<file path="src/rtl/core/ign3_pkg.sv">
// ----------------------------------------------------------------------------
// ign3_pkg
// Shared constants, types and the edge-gradient function for the 3d gradient
// noise pipeline.
// ----------------------------------------------------------------------------
package ign3_pkg;

  localparam int TABLE_SIZE = 256;
  localparam int FRAC_BITS  = 16;
  localparam int IDX_W      = $clog2(TABLE_SIZE);
  localparam int PT_W       = 32;
  localparam int OFF_W      = 24;
  localparam int SUM_W      = PT_W + 1;
  localparam int OUT_W      = 18;
  localparam int GW         = FRAC_BITS + 3;   // gradient and blend values
  localparam int DW         = GW + 1;          // blend difference
  localparam int FW         = FRAC_BITS + 1;   // fade weight, 0..one
  localparam int PW         = DW + FW + 1;     // blend product
  localparam int CFG_IDX_W  = 2;
  localparam int LAT        = 12;              // accept edge to result edge

  localparam logic CMD_EVAL = 1'b0;
  localparam logic CMD_LOAD = 1'b1;

  localparam logic [CFG_IDX_W-1:0] REG_X_OFFSET = 2'd0;
  localparam logic [CFG_IDX_W-1:0] REG_Y_OFFSET = 2'd1;
  localparam logic [CFG_IDX_W-1:0] REG_Z_OFFSET = 2'd2;

  typedef logic [IDX_W-1:0] idx_t;
  typedef logic [FRAC_BITS-1:0] frac_t;
  typedef logic [FW-1:0] fade_t;

  typedef struct packed {
    logic en;
    idx_t addr;
    idx_t data;
  } load_t;

  // one of twelve cube-edge gradients, picked by the low hash bits
  function automatic logic signed [GW-1:0] edge_grad(input logic [3:0] h,
      input logic signed [GW-1:0] x, input logic signed [GW-1:0] y,
      input logic signed [GW-1:0] z);
    logic signed [GW-1:0] u;
    logic signed [GW-1:0] v;
    u = h[3] ? y : x;
    if (h[3:2] == 2'b00) v = y;
    else if (h[3:2] == 2'b11 && !h[0]) v = x;
    else v = z;
    if (h[0]) u = -u;
    if (h[1]) v = -v;
    return u + v;
  endfunction

endpackage

</file>
<file path="src/rtl/core/ign3_fade.sv">
// ----------------------------------------------------------------------------
// ign3_fade
// Quintic fade weight over three register stages, one multiply level each.
// ----------------------------------------------------------------------------
module ign3_fade (
  input  logic              clk,
  input  ign3_pkg::frac_t   t,
  output ign3_pkg::fade_t   fade
);
  import ign3_pkg::*;

  localparam int F  = FRAC_BITS;
  localparam int QW = F + 4;
  localparam logic [QW-1:0] ONE15 = QW'(15 * (1 << F));
  localparam logic [QW-1:0] ONE10 = QW'(10 * (1 << F));

  logic [QW-1:0]    u;
  logic [2*F+3:0]   tu;
  logic [2*F-1:0]   tt;
  logic [2*F-1:0]   t2t;
  logic [2*F+3:0]   t3q;
  frac_t            t_d;
  frac_t            t2;
  frac_t            t3;
  logic [QW-1:0]    w;
  logic [QW-1:0]    q;

  assign u   = ONE15 - ({4'b0, t} * QW'(6));
  assign tu  = {4'b0, t} * {{F{1'b0}}, u};
  assign tt  = t * t;
  assign t2t = t2 * t_d;
  assign t3q = {4'b0, t3} * {{F{1'b0}}, q};

  always_ff @(posedge clk) begin
    t2   <= tt[2*F-1:F];
    w    <= tu[2*F+3:F];
    t_d  <= t;
    t3   <= t2t[2*F-1:F];
    q    <= ONE10 - w;
    fade <= t3q[2*F:F];
  end

endmodule

</file>
<file path="config.mk">
export PLATFORM = sky130hd
export DESIGN_NAME = ign3_fade
export DESIGN_NICKNAME = d
export VERILOG_FILES = /design/src/rtl/core/ign3_pkg.sv /design/src/rtl/core/ign3_fade.sv
export SDC_FILE = /design/constraint.sdc
export NUM_CORES = 2
export LEC_CHECK = 0
export ABC_CLOCK_PERIOD_IN_PS = 22000
export BUFFER_PORTS_ARGS = -buffer_cell sky130_fd_sc_hd__buf_4
export CORE_ASPECT_RATIO = 0.6
export CORE_UTILIZATION = 59
export DETAILED_ROUTE_END_ITERATION = 12
export GPL_TIMING_DRIVEN = 0
export PLACE_DENSITY = 0.73
export RECOVER_POWER = 50
export SLEW_MARGIN = 5
export SYNTH_ARGS = -nofsm -noshare
export SYNTH_HDL_FRONTEND = slang
export SYNTH_SLANG_ARGS = --single-unit
</file>
<file path="constraint.sdc">
create_clock -name clk -period 22 [get_ports clk]
set_input_delay 4.4 -clock clk [delete_from_list [all_inputs] [get_ports clk]]
set_output_delay 4.4 -clock clk [all_outputs]
set_load 0.005 [all_outputs]
</file>
### After elaboration in Yosys (flattened, before gate mapping)

Cells that the tools add are included.

* bits in registers: 105
* word-level logic and storage cells: 13

* $add $sub $neg: 2
* multipliers: 5

Operator list (number)
* multiplier 16 x 16 -> 32 bit: 2
* multiplier 16 x 20 -> 36 bit: 1
* multiplier 16 x 20 -> 33 bit: 1
* subtractor 20 x 19 -> 20 bit, first input constant: 1
* subtractor 20 bit, first input constant: 1
* multiplier 16 x 2 -> 18 bit, second input constant: 1

### Logic depth before layout (Yosys ltp)

* word-level depth: 3
* depth in mapped cells: 34
* depth with buffers taken out: 33

### Worst setup path after synthesis

No wires, ideal clock.

* path type: input-to-reg
* from: input port t[1]
* to: register w[19]
* arrival: 12.578 ns
* required time: 21.879 ns
* slack: 9.302 ns
* cell stages on the path: 32
* path through: clkbuf_1 -> inv_1 -> ha_1 -> nand2b_1 -> a31oi_1 -> o21a_1 -> or3_1 -> a2111oi_4 -> nand2_1 -> nor3_1 -> nand3_1 -> xor2_1 -> clkbuf_1 -> nand2_1 -> fa_1 -> fa_1 -> fa_1 -> inv_1 -> fa_1 -> fa_1 -> inv_1 -> fa_1 -> inv_1 -> ha_1 -> nand3_1 -> o41ai_1 -> o2111ai_1 -> a21boi_0 -> a31oi_1 -> a211oi_1 -> a21oi_1 -> xnor2_1

* cells in the longest elaborated chain, start to end: 3

RTL lines
* start, declared: line ign3_fade.sv:7 `input ign3_pkg::frac_t t,`
* multiplier 16 x 2 -> 18 bit: line ign3_fade.sv:28 `assign u = ONE15 - ({4'b0, t} * QW'(6));`
* subtractor 20 x 19 -> 20 bit: line ign3_fade.sv:28
* multiplier 16 x 20 -> 36 bit *: line ign3_fade.sv:29 `assign tu = {4'b0, t} * {{F{1'b0}}, u};`
* net tu[35]: line ign3_fade.sv:18 `logic [2*F+3:0] tu;`
* end signal, assigned: line ign3_fade.sv:36 `w <= tu[2*F+3:F];`
* end, declared: line ign3_fade.sv:25 `logic [QW-1:0] w;`

Mark *: on every way through the listed nets, which the timed path passes. The rest lies on a longest branch.

### Final worst setup path

Same ends and word-level chain as after synthesis.

==> reports/results.txt <==
Async SR Flop Fraction - 0
core area - 61220 um^2
first-pass GRT wire length - 156000 um
wire per inst - 19.15 um
Rel. slew slack - 0.2864
Post-layout nets - 5357
Area growth syn-to-layout - 4.200%
layout cells sized above 1 - 0.01346
H-tree levels - 3
WP data arrival - 16.42 ns
EDFF count, synth - 0
FP Rows - 70
Synth Net Count - 5312
gr ovfl total - 0
Die Span Y - 195.2 um
io pins - 34
vias per inst - 5.441
GR Util met2 - 0.4464
Critical-path top delay cell - xor2_1
DRC errors left - 0
final hold vios - 0
Routed WL - 94160 um
Synth Flop Type - dfxtp_1
first-iteration detailed-routing DRC count - 2458
Initial DRT Pass Iterations - 7
post_cts resized - 0
fmax - 62.00 MHz
mapped cell area - 36700 um^2
Worst EP required - 22.30 ns
final setup violation count - 0
cts hold-fix bufs - 0
crit end category - flip-flop
final clock skew - 0.01404 ns
GRT busiest layer - met1
Vias - 26750
Least-Margin Pin Slew - 1.070 ns
Cell variety after synth - 68
period utilization - 0.7331
Post-Route Utilization - 0.6247
Die W - 324 um
I/O Buffers - 33
Post-CTS Setup Bufs - 0
Skew-Pair Late Insertion Delay - 0.41 ns
status - finished clean
starting density of the core - 0.5995
Final min period - 16.13 ns
CTS sink cnt - 105
Seq cells post-synth - 105
most frequent CP cell - fa_1
Final ANT Viol Nets - 0
largest net degree at the start of global routing - 19
Crit path largest cell delay - 0.80 ns
Cells after DPL - 4897
met1 usage - 0.4925
Clock transition at path regs - 0.08 ns
setup TNS - 0 ns
startpoint type of the worst setup path - input port
Final GP Congestion - 1.007
met3 Use GR - 0.1157
CTS tree - yes
Die Area - 63240 um^2
vias in the first global route - 28500
Slew Viols, Final - 0
Finished Layout Cells - 4916
clock buffer count from CTS - 9
GRT Util Overall - 0.3235
crit-path max FO - 10
sequential area share after synthesis - 0.05727
Syn Inst Count - 4035
post-DP HPWL - 81090 um
initial antenna violation count - 7
Max Cap Viol - 0
synth warn - 0
clk buf depth - 2
WS Path Type - in -> reg
hold_ws - 0.4271 ns
Hold Path Class - reg -> reg
Root Driver - clkbuf_16
syn_area_per_cell - 9.096 um^2
RSZ-0062 raised after global routing - false
## cell usage after synthesis, types with 3 or more instances
cell type / instances / area (um^2)
a211oi_1: 11 / 82.58
o2111ai_1: 3 / 26.28
o41ai_1: 4 / 35.03
and3_1: 10 / 62.56
nand3b_1: 3 / 22.52
or2_2: 12 / 75.07
a31o_2: 3 / 26.28
a21oi_1: 54 / 270.3
nor4_1: 3 / 18.77
a31oi_1: 7 / 43.79
inv_1: 1019 / 3825
buf_2: 3 / 15.01
nor3_1: 34 / 170.2
a41o_1: 5 / 50.05
o311ai_0: 3 / 26.28
o21a_1: 13 / 97.59
or4_1: 5 / 37.54
o21bai_1: 8 / 60.06
nand3_1: 16 / 80.08
nand2b_1: 21 / 131.4
dfxtp_1: 105 / 2102
nor2b_1: 12 / 75.07
nand4_1: 10 / 62.56
or3_1: 9 / 56.30
fa_1: 841 / 16840
a21o_1: 30 / 225.2
nand2_1: 580 / 2177
a221oi_1: 3 / 26.28
clkbuf_1: 143 / 536.8
nor2_1: 96 / 360.4
and2_1: 362 / 2265
ha_1: 419 / 5243
xor2_1: 43 / 376.6
o21ai_0: 29 / 145.1
xnor2_1: 75 / 656.9
## path summary, 6_finish.rpt
| path | from | endpoint | slack [ns] | cells past startpoint |
|---|---|---|---|---|
| max | t[1] | w[19] | 5.87 | 33 |
| min | w[19] | q[19] | 0.43 | 1 |
| max reg2reg | t3[1] | fade[16] | 13.77 | 25 |
| min reg2reg | w[19] | q[19] | 0.43 | 1 |
## logic make-up (layout without fill, tap and decap cells)
family / count (synthesis) / after routing / synth area share
fa+ha+maj: 1260 / 1260 / 0.6015
simple gates: 1180 / 1180 / 0.1543
buf+inv: 1171 / 1221 / 0.1201
compound gates: 198 / 198 / 0.03767
xor+xnor: 119 / 119 / 0.02860
flops: 105 / 105 / 0.05727
mux: 2 / 2 / 0.0005795
other cells: 0 / 3 / 0
## critical path, delay by kind of cell
kind                     cells  cell delay (ns)
adder cells (fa/ha/maj)      8             3.73
AO/OA/AOI/OAI                9             3.44
buffers and inverters        7             2.38
XOR/XNOR                     3             1.50
AND/OR/NAND/NOR              6             0.96
## state kept, by name, indices dropped and copies added, names as in the netlist
register / flops
fade: 17
q: 20
t2: 16
t3: 16
t_d: 16
w: 20
## metal layers
metal,share of wire,routed length (um)
met1,0.44,41800
met2,0.39,36940
met3,0.15,13890
met4,0.016,1508
met5,0.00027,25
## cells in the final DEF (no fill, tap or decap), types with 3 or more instances in the layout
cell type  synthesis  layout
inv_1           1019    1019
fa_1             841     841
nand2_1          580     580
ha_1             419     419
and2_1           362     360
clkbuf_1         143     165
dfxtp_1          105     105
nor2_1            96      96
xnor2_1           75      75
a21oi_1           54      54
xor2_1            43      43
nor3_1            34      34
a21o_1            30      30
o21ai_0           29      29
nand2b_1          21      21
nand3_1           16      16
o21a_1            13      13
nor2b_1           12      12
or2_2             12      12
a211oi_1          11      11
clkbuf_4           0      11
and3_1            10      10
nand4_1           10      10
or3_1              9       9
clkbuf_16          0       9
o21bai_1           8       8
a31oi_1            7       7
or4_1              5       5
a41o_1             5       5
o41ai_1            4       4
buf_2              3       4
diode_2            0       3
buf_1              2       3
a31o_2             3       3
a221oi_1           3       3
nor4_1             3       3
nand3b_1           3       3
o2111ai_1          3       3
## final cells by class
cell class	instances	area, um^2
Antenna cell	3	7.507
Multi-Input combinational cell	2759	30200
Timing Repair Buffer	34	170.2
Fill cell	5236	22980
Buffer	149	570.5
Sequential cell	105	2102
Clock inverter	6	98.84
Inverter	1022	3836
Tap cell	828	1036
Clock buffer	10	229.0
## per-stage QoR
step / setup slack, ns / cell area [um^2]
global route: 5.445 / 38240
detailed placement: 6.437 / 37990
finish: 5.872 / 38250
global placement: 6.345 / 37990
floorplan: 9.302 / 36700
CTS: 6.852 / 38320
Power is left out: the tool's default activity adds up to more than one toggle a clock period on the data nets, which glitch-free logic cannot reach.
